$ cat config.mk
export PLATFORM = sky130hd
export DESIGN_NAME = cac_front
export DESIGN_NICKNAME = d
export VERILOG_FILES = /design/src/rtl/cac_pkg.sv /design/src/rtl/cac_front.sv
export SDC_FILE = /design/constraint.sdc
export NUM_CORES = 2
export LEC_CHECK = 0
export BUFFER_PORTS_ARGS = -buffer_cell sky130_fd_sc_hd__buf_2
export CORE_ASPECT_RATIO = 1.25
export CORE_UTILIZATION = 60
export DETAILED_ROUTE_END_ITERATION = 7
export PLACE_DENSITY_LB_ADDON = 0.25
export RECOVER_POWER = 100
export SLEW_MARGIN = 10
export SYNTH_ARGS = -nofsm -noshare
export SYNTH_HDL_FRONTEND = slang
export SYNTH_SLANG_ARGS = --single-unit
$ cat constraint.sdc
create_clock -name vclk -period 10.45
set_input_delay 0 -clock vclk [all_inputs]
set_output_delay 0 -clock vclk [all_outputs]
set_load 0.01 [all_outputs]
$ cat src/rtl/cac_pkg.sv
// Shared types and constants for the checked integer ALU.
// No dependencies.
`timescale 1ns / 1ps

package cac_pkg;

    localparam int DATA_WIDTH = 32;
    localparam int SHW        = $clog2(DATA_WIDTH);
    localparam int PW         = 2 * DATA_WIDTH + 2;

    typedef enum logic [3:0] {
        OP_SADD = 4'd0,
        OP_UADD = 4'd1,
        OP_SSUB = 4'd2,
        OP_USUB = 4'd3,
        OP_SMUL = 4'd4,
        OP_UMUL = 4'd5,
        OP_SDIV = 4'd6,
        OP_UDIV = 4'd7,
        OP_SREM = 4'd8,
        OP_UREM = 4'd9,
        OP_SSHR = 4'd10,
        OP_USHR = 4'd11,
        OP_SSHL = 4'd12,
        OP_USHL = 4'd13
    } op_t;

    // Per-item payload carried down the divider chain.
    typedef struct packed {
        logic                  is_div;
        logic                  is_rem;
        logic                  neg_res;
        logic [DATA_WIDTH-1:0] res;
        logic                  err;
        logic [DATA_WIDTH-1:0] rem;
        logic [DATA_WIDTH-1:0] quo;
        logic [DATA_WIDTH-1:0] dvs;
    } lane_t;

endpackage

$ cat src/rtl/cac_front.sv
// Operation decode, add/subtract/shift datapath and divider setup.
// Depends on cac_pkg.
`timescale 1ns / 1ps

module cac_front
(
    input  logic [3:0]                     opcode,
    input  logic [cac_pkg::DATA_WIDTH-1:0] operand_a,
    input  logic [cac_pkg::DATA_WIDTH-1:0] operand_b,
    output cac_pkg::lane_t                 lane,
    output logic                           is_mul,
    output logic                           mul_signed,
    output logic [cac_pkg::PW-1:0]         product
);

    localparam int W = cac_pkg::DATA_WIDTH;

    logic [W:0]                sum;
    logic [W:0]                diff;
    logic                      sa;
    logic                      sb;
    logic                      signed_op;
    logic [W-1:0]              mag_a;
    logic [W-1:0]              mag_b;
    logic                      sh_bad;
    logic [cac_pkg::SHW-1:0]   sh;
    logic                      div_bad;
    logic signed [W:0]         xa;
    logic signed [W:0]         xb;

    assign sum  = {1'b0, operand_a} + {1'b0, operand_b};
    assign diff = {1'b0, operand_a} - {1'b0, operand_b};
    assign sa   = operand_a[W-1];
    assign sb   = operand_b[W-1];
    assign sh   = operand_b[cac_pkg::SHW-1:0];

    // A shift amount with the sign bit set is also 32 or more unsigned.
    assign sh_bad = (operand_b >= W'(W));

    // Signed division and remainder work on magnitudes.
    assign signed_op = (opcode == cac_pkg::OP_SDIV) || (opcode == cac_pkg::OP_SREM);
    assign mag_a = (signed_op && sa) ? (W'(0) - operand_a) : operand_a;
    assign mag_b = (signed_op && sb) ? (W'(0) - operand_b) : operand_b;
    assign div_bad = (operand_b == '0)
        || (signed_op && (operand_a == {1'b1, {(W-1){1'b0}}}) && (operand_b == '1));

    // One shared multiplier, operands extended by one bit for sign.
    assign mul_signed = (opcode == cac_pkg::OP_SMUL);
    assign xa = $signed({mul_signed & sa, operand_a});
    assign xb = $signed({mul_signed & sb, operand_b});
    assign product = cac_pkg::PW'(xa * xb);

    // Decode and per-operation result.
    always_comb
    begin
        lane         = '0;
        lane.quo     = mag_a;
        lane.dvs     = mag_b;
        is_mul       = 1'b0;
        case (opcode)
            cac_pkg::OP_SADD:
            begin
                lane.res = sum[W-1:0];
                lane.err = (sa ^ sum[W-1]) & (sb ^ sum[W-1]);
            end
            cac_pkg::OP_UADD:
            begin
                lane.res = sum[W-1:0];
                lane.err = sum[W];
            end
            cac_pkg::OP_SSUB:
            begin
                lane.res = diff[W-1:0];
                lane.err = (sa ^ sb) & (sa ^ diff[W-1]);
            end
            cac_pkg::OP_USUB:
            begin
                lane.res = diff[W-1:0];
                lane.err = diff[W];
            end
            cac_pkg::OP_SMUL, cac_pkg::OP_UMUL:
            begin
                is_mul = 1'b1;
            end
            cac_pkg::OP_SDIV, cac_pkg::OP_UDIV, cac_pkg::OP_SREM, cac_pkg::OP_UREM:
            begin
                lane.err     = div_bad;
                lane.is_div  = !div_bad;
                lane.is_rem  = (opcode == cac_pkg::OP_SREM) || (opcode == cac_pkg::OP_UREM);
                lane.neg_res = (opcode == cac_pkg::OP_SDIV) ? (sa ^ sb)
                             : (opcode == cac_pkg::OP_SREM) ? sa : 1'b0;
            end
            cac_pkg::OP_SSHR:
            begin
                lane.err = sh_bad;
                lane.res = sh_bad ? {W{sa}} : W'($signed(operand_a) >>> sh);
            end
            cac_pkg::OP_USHR:
            begin
                lane.err = sh_bad;
                lane.res = sh_bad ? '0 : (operand_a >> sh);
            end
            cac_pkg::OP_SSHL, cac_pkg::OP_USHL:
            begin
                lane.err = sh_bad;
                lane.res = sh_bad ? '0 : (operand_a << sh);
            end
            default:
            begin
                lane.err = 1'b1;
            end
        endcase
    end

endmodule

==> metrics.txt <==
# nets final=7153; WP data required=10.45 ns; routed length per instance=24.8 um; DP HPWL=131000 um; Post-Synthesis Cells=5692; Die Area=0.0803 mm2; area grow syn2layout=3.09%; num sequential=0; Routed Antenna Nets=0; Buffers on Ports=236; RePlAce Congestion=1.04; CP Max Fanout=14; starting density of the core=61.0%; routed via count=41.3k; status=finished, violations left; Worst EP arrival=9.67 ns; fraction of layout cells with a size suffix above 1=4.19%; crit-path most repeated cell=fa_1; crit share post-route=92.6%; Seq/Total Area, Yosys=0%; Hold Path Class=input pin to primary output; Yosys cell types=83; RSZ-0062 raised after global routing=no; Final Hold Viols=0; initial antenna violation count=14; Die H=316 um; Max Slew Vio Count=110; FP Rows=114; count of final setup violators=0; normalized max-slew margin=-63.9%; clock buf count=0; GRT Overall Usage=42.8%; first-pass GRT wire length=255000 um; Core ar.=0.0779 mm2; initial drt markers=4024; Final Util=62.8%; critical path's slowest cell=or3_1; Post-CTS Setup Bufs=0; total gr overflow=0; vias in the first global route=43.2k; Final TNS setup=0 ns; routed vias/inst=6.16; fmax=103 MHz; IO Pins=268; Final min period=9.67 ns; synthesized cell area=0.0475 mm2; PnR worst setup slack=0.778 ns; die width=254 um; hold buffers post-CTS=0; # Max-Cap Violations=3; FF+latch area=0 um2; WL final=166000 um; pin count of the biggest net entering global routing=56; Worst Setup End Kind=primary output; Syn Area/Cell=8.34 um2; critical path class=input pin to primary output; measured slew at the worst slew-check pin=2.46 ns; yosys warns=0; drt pass-1 iters=8; nature of the critical path startpoint=input pin; max incr delay on CP=0.61 ns; DR DRC count=1; Post-CTS Resized=0; pre-CTS setup slack=1.12 ns; failing checks=DRC, capacitance limit, slew limit
[per-stage QoR]
| step | hold slack (ns) | cells | cell area (um2) |
|---|---|---|---|
| floorplan | 0.0636 | 5723 | 47600 |
| global placement | 0.366 | 6695 | 49200 |
| detailed placement | 0.353 | 6695 | 49200 |
| CTS | 0.354 | 6695 | 49200 |
| global route | 0.363 | 6699 | 48900 |
| finish | 0.353 | 6704 | 48900 |
[area by class of cell]
class              instances  area [um2]
repair buffers           326        1670
well taps               1044        1310
fillers                 6935       28900
inverters               1271        4770
diodes                     9        22.5
multi-input cells       4054       41200
[Yosys cell counts (all sizes together), types with 12 or more instances]
cell type,count,share of area (%)
o211ai,28,0.44
nand2,847,6.7
o21bai,16,0.25
ha,285,7.5
nor2b,12,0.16
o22ai,25,0.33
nand4,23,0.30
o21ai,161,1.7
buf,101,1.1
nand3,45,0.47
nor2,296,2.3
nor3,67,0.73
mux4,32,1.5
and2,254,3.3
nor4,13,0.17
o31ai,28,0.44
a221o,15,0.32
fa,1147,48
xor2,29,0.54
mux2i,56,1.2
a211oi,22,0.35
a31oi,32,0.42
xnor2,105,1.9
or3,19,0.25
nand2b,20,0.26
o21a,16,0.25
a21o,43,0.68
clkbuf,297,2.3
a221oi,21,0.40
a21oi,206,2.2
inv,1265,10
[path summary, 6_finish.rpt]
path / startpoint / end / slack, ns / cells after the start
worst max-delay path: opcode[2] / product[64] / 0.78 / 34
worst min-delay path: operand_b[9] / lane[9] / 0.35 / 3
[logic make-up after synthesis]
group,Yosys count,synth area share [%]
AOI/OAI and AO/OA,714,9.66
xor gates and xnor gates,134,2.47
adders and majority gates,1433,55.9
buffers and inverters,1669,13.5
muxes,96,2.89
other,1,0.00790
and+or+nand+nor,1645,15.5
[placed cells by master (no fill, tap or decap), types with 19 or more instances in the layout]
cell type / n
buf_4: 80
a221oi_1: 21
a31oi_1: 32
mux4_2: 32
clkbuf_1: 154
a21oi_1: 206
nand2_1: 847
nand3_1: 45
o22ai_1: 25
nor3_1: 64
o21ai_0: 161
mux2i_1: 56
buf_2: 90
nand2b_1: 20
ha_1: 285
xor2_1: 29
or3_1: 19
a21o_1: 43
o31ai_1: 28
fa_1: 1147
conb_1: 32
nor2_1: 296
inv_1: 1264
and2_1: 252
a211oi_1: 22
nand4_1: 23
xnor2_1: 105
o211ai_1: 28
[critical path: cells and delay by family]
family,cells,cell delay (ns)
buf+inv,11,1.94
xor+xnor,1,0.13
compound gates,8,1.60
fa+ha+maj,9,4.30
simple gates,5,1.67
[per-layer routing]
| layer | global-route usage (%) | routed length, um | vias to the layer above |
|---|---|---|---|
| li1 | - | - | 17200 |
| met1 | 50.9 | 55600 | 20700 |
| met2 | 67.9 | 76300 | 2582 |
| met3 | 9.78 | 18200 | 818 |
| met4 | 32.4 | 15800 | 16 |
| met5 | 0 | 88 | - |
