[src/rtl/cac_pkg.sv]
// Shared types and constants for the checked integer ALU.
// No dependencies.
`timescale 1ns / 1ps

package cac_pkg;

    localparam int DATA_WIDTH = 32;
    localparam int SHW        = $clog2(DATA_WIDTH);
    localparam int PW         = 2 * DATA_WIDTH + 2;

    typedef enum logic [3:0] {
        OP_SADD = 4'd0,
        OP_UADD = 4'd1,
        OP_SSUB = 4'd2,
        OP_USUB = 4'd3,
        OP_SMUL = 4'd4,
        OP_UMUL = 4'd5,
        OP_SDIV = 4'd6,
        OP_UDIV = 4'd7,
        OP_SREM = 4'd8,
        OP_UREM = 4'd9,
        OP_SSHR = 4'd10,
        OP_USHR = 4'd11,
        OP_SSHL = 4'd12,
        OP_USHL = 4'd13
    } op_t;

    // Per-item payload carried down the divider chain.
    typedef struct packed {
        logic                  is_div;
        logic                  is_rem;
        logic                  neg_res;
        logic [DATA_WIDTH-1:0] res;
        logic                  err;
        logic [DATA_WIDTH-1:0] rem;
        logic [DATA_WIDTH-1:0] quo;
        logic [DATA_WIDTH-1:0] dvs;
    } lane_t;

endpackage

[src/rtl/cac_div_cell.sv]
// One restoring-division cell: develops one quotient bit per item.
// Depends on cac_pkg.
`timescale 1ns / 1ps

module cac_div_cell
(
    input  logic           clk,
    input  logic           rst_n,
    input  logic           en,
    input  logic           in_valid,
    input  cac_pkg::lane_t in_lane,
    output logic           out_valid,
    output cac_pkg::lane_t out_lane
);

    localparam int W = cac_pkg::DATA_WIDTH;

    logic           valid_reg;
    cac_pkg::lane_t lane_reg;
    cac_pkg::lane_t lane_next;
    logic [W:0]     trial;
    logic [W:0]     trial_sub;

    // Shift the next dividend bit into the partial remainder and try to subtract.
    assign trial     = {in_lane.rem, in_lane.quo[W-1]};
    assign trial_sub = trial - {1'b0, in_lane.dvs};

    always_comb
    begin
        lane_next = in_lane;
        if (!trial_sub[W])
        begin
            lane_next.rem = trial_sub[W-1:0];
            lane_next.quo = {in_lane.quo[W-2:0], 1'b1};
        end
        else
        begin
            lane_next.rem = trial[W-1:0];
            lane_next.quo = {in_lane.quo[W-2:0], 1'b0};
        end
    end

    always_ff @(posedge clk or negedge rst_n)
    begin
        if (!rst_n)
        begin
            valid_reg <= 1'b0;
        end
        else if (en)
        begin
            valid_reg <= in_valid;
        end
    end

    always_ff @(posedge clk)
    begin
        if (en)
        begin
            lane_reg <= lane_next;
        end
    end

    assign out_valid = valid_reg;
    assign out_lane  = lane_reg;

endmodule

[config.mk]
export PLATFORM = sky130hd
export DESIGN_NAME = cac_div_cell
export DESIGN_NICKNAME = d
export VERILOG_FILES = /design/src/rtl/cac_pkg.sv /design/src/rtl/cac_div_cell.sv
export SDC_FILE = /design/constraint.sdc
export NUM_CORES = 1
export LEC_CHECK = 0
export BUFFER_PORTS_ARGS = -buffer_cell sky130_fd_sc_hd__buf_2
export CORE_MARGIN = 1
export CORE_UTILIZATION = 52
export CTS_CLUSTER_DIAMETER = 30
export DETAILED_ROUTE_END_ITERATION = 12
export PLACE_DENSITY = 0.84
export SETUP_SLACK_MARGIN = 0.1
export SLEW_MARGIN = 10
export SYNTH_ARGS = -nofsm -noshare
export SYNTH_HDL_FRONTEND = slang
export SYNTH_SLANG_ARGS = --single-unit
[constraint.sdc]
create_clock -name clk -period 1.1 [get_ports clk]
set_input_delay 0.22 -clock clk [delete_from_list [all_inputs] [get_ports clk]]
set_output_delay 0.22 -clock clk [all_outputs]
set_load 0.02 [all_outputs]
==> results of run 1 <==
[cells by family after synthesis]
logic type / after synthesis / synth area share [%]
DFF: 133 / 61.8
AOI/OAI and AO/OA: 120 / 12.4
and+or+nand+nor: 108 / 8.03
buffers and inverters: 57 / 3.68
adders and majority gates: 33 / 6.51
xor gates and xnor gates: 24 / 3.26
muxes: 19 / 4.36
[Yosys cell counts (all sizes together), types with 6 or more instances]
master  count
a21o       15
a21oi      36
and3        6
clkbuf     11
edfxtp    132
ha         32
inv        42
mux2       19
nand2      44
nand3      11
nand4       7
nor2       16
o211ai      9
o21a        6
o21ai      24
xnor2      14
xor2       10
[through the flow]
| stage | hold slack (ns) | setup slack, ns | cell area (um2) | TNS [ns] | instances |
|---|---|---|---|---|---|
| floorplan | -0.0756 | -1.51 | 6570 | -46.71 | 494 |
| global placement | -0.00518 | -1.76 | 9090 | -55.67 | 1048 |
| detailed placement | -0.00371 | -1.86 | 9090 | -58.19 | 1048 |
| CTS | 0.0323 | -1.18 | 11500 | -49.67 | 1189 |
[timing repair]
| item | 4_1_cts |
|---|---|
| hold buffers | 94 |
| buffers inserted | 14 |
| pin swaps | 13 |
| endpoints found under the hold margin | 94 |
| setup endpoints to repair | 166 |
| cloned | 1 |
| resized for setup | 190 |
==> summary by stage, run 1 <==
Yosys
The cell accounting for the most synthesized area is sky130_fd_sc_hd__edfxtp_1. The count of flip-flops with a built-in enable after synthesis is 132. For this run, the leading register cell type out of synthesis is sky130_fd_sc_hd__edfxtp_1. The mean instance size in the synthesized netlist is 13.1 um2.

By area the synthesized netlist is led by sky130_fd_sc_hd__edfxtp_1, sky130_fd_sc_hd__ha_1, sky130_fd_sc_hd__mux2_4. The fraction of the yosys area taken by sequential cells is 61.8%. The number of warnings printed during yosys synthesis is 0. The post-synthesis instance total is 494. The total standard cell area after synthesis is 6450 um2. Synthesis inferred 133 register bits. Summed over its instances, the top area cell type makes up 61.4% of the synthesized netlist area. The total nets after synthesis is 663. The async set-reset flop share out of synthesis is 0.752%.

The unique cell type count in the Yosys netlist is 51.

Run status
The run stopped with a tool error. The tool reported: "[ERROR DPL-0038] Utilization greater than 100%, impossible to legalize". The stage at which the run stopped is 5_1_grt.

Floorplanning
The die outline width is 113 um. The floorplan die height is 113 um. The initial standard-cell utilization of the core is 53.5%.

269 I/O pins were placed. The placement row count is 40.

Clock network
The total number of H-tree levels is 4. The tree is rooted in a sky130_fd_sc_hd__clkbuf_16. The total CTS buffers is 17. The CTS sink count is 133. In this run the deepest clock path goes through 2 buffers.

Place
Input and output buffers added on the ports amount to 268. The HPWL after detailed placement is 15.7 mm. At the end of routability-driven placement, the weighted congestion stood at 0.936.

GRT
The pin count of the biggest net entering global routing is 32.

STA
The classification of the worst endpoint is a register data pin. Once global-route timing repair stopped, the endpoint with the least setup slack was out_lane[84]$_DFFE_PP_/D.
==> run 2, diff against run 1 <==
--- a/config.mk
+++ b/config.mk
@@ -7,11 +7,9 @@
 export LEC_CHECK = 0
 export BUFFER_PORTS_ARGS = -buffer_cell sky130_fd_sc_hd__buf_2
 export CORE_MARGIN = 1
-export CORE_UTILIZATION = 52
-export CTS_CLUSTER_DIAMETER = 30
+export CORE_UTILIZATION = 40
 export DETAILED_ROUTE_END_ITERATION = 12
-export PLACE_DENSITY = 0.84
-export SETUP_SLACK_MARGIN = 0.1
+export PLACE_DENSITY_LB_ADDON = 0.15
 export SLEW_MARGIN = 10
 export SYNTH_ARGS = -nofsm -noshare
 export SYNTH_HDL_FRONTEND = slang
==> run 2 against run 1 <==
  * The flow now finishes, with violations (setup timing)
  * Synthesized cell count is the same
  * Area after synthesis is the same
==> summary by stage, run 2 <==
Worst setup path
The critical path is of the input port to flop type. The depth of the worst register-to-register path is 1. STA classifies the critical path startpoint as an input port. The worst setup path is captured at a flop.

The kind of cell with the highest combined delay on the critical path is compound AO/OA/AOI/OAI gates. The sum of buffers and inverters on the critical path is 3. The required time of the critical path is 1.26 ns. The arrival time reported for the critical path endpoint is 2.46 ns.

The startpoint identified for the worst register-to-register timing path is out_valid. Along the worst path, the maximum fanout reaches 8. The worst register-to-register path has a setup slack of 0.32 ns. The endpoint identified for the worst register-to-register timing path is out_valid. The largest individual stage delay along the critical path comes from the cell sky130_fd_sc_hd__a221o_1. Counting stages on the worst path, the most repeated cell is sky130_fd_sc_hd__o211ai_1. In this run the number of cells on the critical path is 11. Walking the worst path, the cells encountered are buf_2 -> ha_4 -> a21oi_4 -> o211ai_1 -> a221o_1 -> a211o_1 -> o211ai_1 -> o211ai_4 -> inv_4 -> buf_12 -> mux2_4. The largest stage delay on the critical path is 0.34 ns.

Detailed routing
For this block, wires on met1 add up to 8.67 mm. The number of violations reported at the end of detailed-routing iteration 0 is 334. The wire length on met3 is 1.41 mm.

The routed design has 22.6 mm of wire. After detailed routing, the average wire length per cell comes to 18.2 um. In this run the remaining antenna-violating nets after routing total 0. The top metal layer carrying routed signals is met5. Across all layers, the routed design uses 6,054 vias. The met2 layer wire length in the routed design is 11.7 mm. In the routed design, unresolved DRC markers number 0. Using the TritonRoute via totals, the vias-per-cell ratio works out to 4.87. The pre-antenna-repair detailed-routing pass consisted of 7 iterations.

Yosys
The mean instance size in the synthesized netlist came to 13.1 um2 (unchanged). The total nets after synthesis came to 663 (unchanged). The number of storage elements in the synthesis netlist came to 133 (unchanged). The unique cell type count in the Yosys netlist was 51 (unchanged). The total standard cell area after synthesis is 6450 um2 (unchanged). The area share of the leading cell type in the synthesized netlist is 61.4% (unchanged).

The async set-reset flop share out of synthesis is 0.752% (unchanged). Sorting the synthesized cells by area gives the leading types as sky130_fd_sc_hd__edfxtp_1, sky130_fd_sc_hd__ha_1, sky130_fd_sc_hd__mux2_4. The number of warnings printed during yosys synthesis is 0 (unchanged). The most common flop cell mapped by yosys is sky130_fd_sc_hd__edfxtp_1. In the post-synthesis netlist, the cell with the most instances is sky130_fd_sc_hd__edfxtp_1. The post-synthesis instance total is 494 (unchanged). The fraction of the yosys area taken by sequential cells is 61.8% (unchanged). The count of flip-flops with a built-in enable after synthesis is 132 (unchanged). The biggest area contributor in the post-synthesis netlist is sky130_fd_sc_hd__edfxtp_1. By count the netlist is led by sky130_fd_sc_hd__edfxtp_1, sky130_fd_sc_hd__nand2_1, sky130_fd_sc_hd__inv_1.

GRT
The global-route congestion overflow total is 0. In the global route stage, overall resource usage came out at 26.0%. The pin count of the biggest net entering global routing is 23.

The number of global-route vias before repair is 6,215. The number of antenna violations at the first check in global routing was 4. The first global-routing pass estimated 32.0 mm of wire.

Cells and area
Compared with the post-synthesis result, the final layout area differs by 81.6%. Once layout is complete, the utilization of the core stands at 74.1%. Of the cells placed in the final design, the portion with a size suffix greater than 1 is 50.2%. The top cell types in the final layout, fill and taps aside, are sky130_fd_sc_hd__buf_2, sky130_fd_sc_hd__buf_4, sky130_fd_sc_hd__edfxtp_1. The number of flip-flops under the largest register name is 132. The count of nets after finishing is 1,182. Leaving out filler cells and counting taps, the final layout contains 1,244. The multi-input logic area is 2470 um2. The most common library cell in the layout ignoring fill and taps is sky130_fd_sc_hd__buf_2.

Counting the fill cells in the layout gives 1,047. The register area is 3990 um2.

Place
The number of cells in the design after placement is 1,106 (+5.5%). The half-perimeter wire length after detailed placement came to 14.8 mm (-5.8%). The total of buffers placed on input and output ports is 268 (unchanged). The routability congestion estimate came to 0.862 (-7.9%).

Floorplanning
The area enclosed by the die boundary is 16,600 um2. The floorplan die height is 129 um (+14%). The placement row count is 46 (+15%). The die outline width came to 129 um (+14%).

The total area inside the core boundary comes to 15,800 um2. The initial standard-cell utilization of the core is 40.8% (-13 points). The top-level I/O count is 269 (unchanged).

Hold path
The sink of the worst hold path is out_lane[30]. The class of the tightest hold or removal check is input port to flop. Counting instances, the worst hold path has a depth of 1.

The startpoint identified for the worst hold timing path is in_lane[30].

Pwr
The static leakage power is 5.32 nW. The power per standard cell area is 1450 nW/um2. The worst-case IR drop observed on VDD is 995 uV.

Run status
The flow ran to the end, but the final reports show violations. The checks that failed: setup timing.

Flow run
The number of max-cap violations is 0.

STA
For the pin with the worst max-slew slack, the measured transition is 0.459 ns. On the final layout, the worst clock skew is 0 ns. The fmax is 436 MHz. The worst path setup slack after routing is -1.19 ns.

The accumulated negative setup slack is -48.02 ns. The worst slew margin relative to its limit is 69.1%. In the finished design, the share of the clock period the worst path needs comes to 208%. The smallest clock period supported by the final layout is computed as 2.29 ns. Setup repair after global routing could not meet its margin everywhere.

The final hold violation count came to 0. The max-slew violation count is 0. Setup violations remaining at the end of the flow were counted as 166.

Clock network
The CTS sink count is 133 (unchanged). The total number of H-tree levels was 4 (unchanged). The clock network latency to the later pin of the worst-skew pair is 0.42 ns.

The total CTS buffers came to 17 (unchanged). The CTS clock-pin slew for the worst setup and hold paths is 0.06 ns. The clock tree from TritonCTS is done.

The clock tree root driver cell is sky130_fd_sc_hd__clkbuf_16. The clock tree buffer depth is 2 (unchanged).
## run 2: cell counts after synthesis
No cell type changed its count.
## run 2: worst max-delay path by stage
stage	startpoint	to	slack, ns
2_1_floorplan	in_lane[79]	out_lane[67]	-1.51
3_3_place_gp	in_lane[0]	out_lane[86]	-1.79
3_5_place_dp	in_lane[0]	out_lane[92]	-1.88
4_1_cts	in_lane[16]	out_lane[95]	-1.20
5_1_grt	in_lane[13]	out_lane[95]	-1.29
6_report	in_lane[76]	out_lane[86]	-1.19
## run 2: cells by family after synthesis
| group | share of synthesized area, % |
|---|---|
| adders and majority gates | 6.51 |
| muxes | 4.36 |
| and+or+nand+nor | 8.03 |
| buffers and inverters | 3.68 |
| DFF | 61.8 |
| xor gates and xnor gates | 3.26 |
| AOI/OAI and AO/OA | 12.4 |
## run 2: final cells by class
| type | instances | area share [%] |
|---|---|---|
| clock buffer | 19 | 3.86 |
| antenna | 2 | 0.0427 |
| inverter | 42 | 1.43 |
| multi-input combinational | 304 | 21.1 |
| timing repair buffer | 515 | 36.1 |
| sequential | 133 | 34.0 |
| clock inverter | 13 | 1.14 |
| tap | 216 | 2.31 |
## run 2: per-stage QoR
| step | setup WS (ns) | power, mW | instance area (um2) | hold slack [ns] |
|---|---|---|---|---|
| 4_1_cts | -1.20 | 16.6 | 11200 | 0.00334 |
| 3_3_place_gp | -1.79 | 10.3 | 9240 | -0.00536 |
| 5_1_grt | -1.29 | 17.7 | 11700 | 0.0117 |
| 2_1_floorplan | -1.51 | 8.54 | 6570 | -0.0756 |
| 6_report | -1.19 | 17.0 | 11700 | 0.0180 |
| 3_5_place_dp | -1.88 | 10.3 | 9240 | -0.00451 |
## run 2: power breakdown
| group | switching [mW] | internal [mW] | leakage, nW |
|---|---|---|---|
| clock | 2.38 | 3.30 | 0.280 |
| combinational | 2.34 | 2.59 | 3.74 |
| sequential | 0.236 | 6.20 | 1.30 |
## run 2: timing repair
action	in CTS	in global routing
pin swaps	14	21
setup buffers	7	5
endpoints found under the setup margin	166	166
hold endpoints to repair	90	1
resized for setup	106	147
cloned	1	0
hold buffers	90	1
## run 2: layer usage
layer  up-vias  GRT usage, %
met5         -             0
met4         4          12.7
met3        56          5.95
met2       247          46.3
met1      2853          29.4
li1       2894             -
Power figures use the tool's default switching activity.
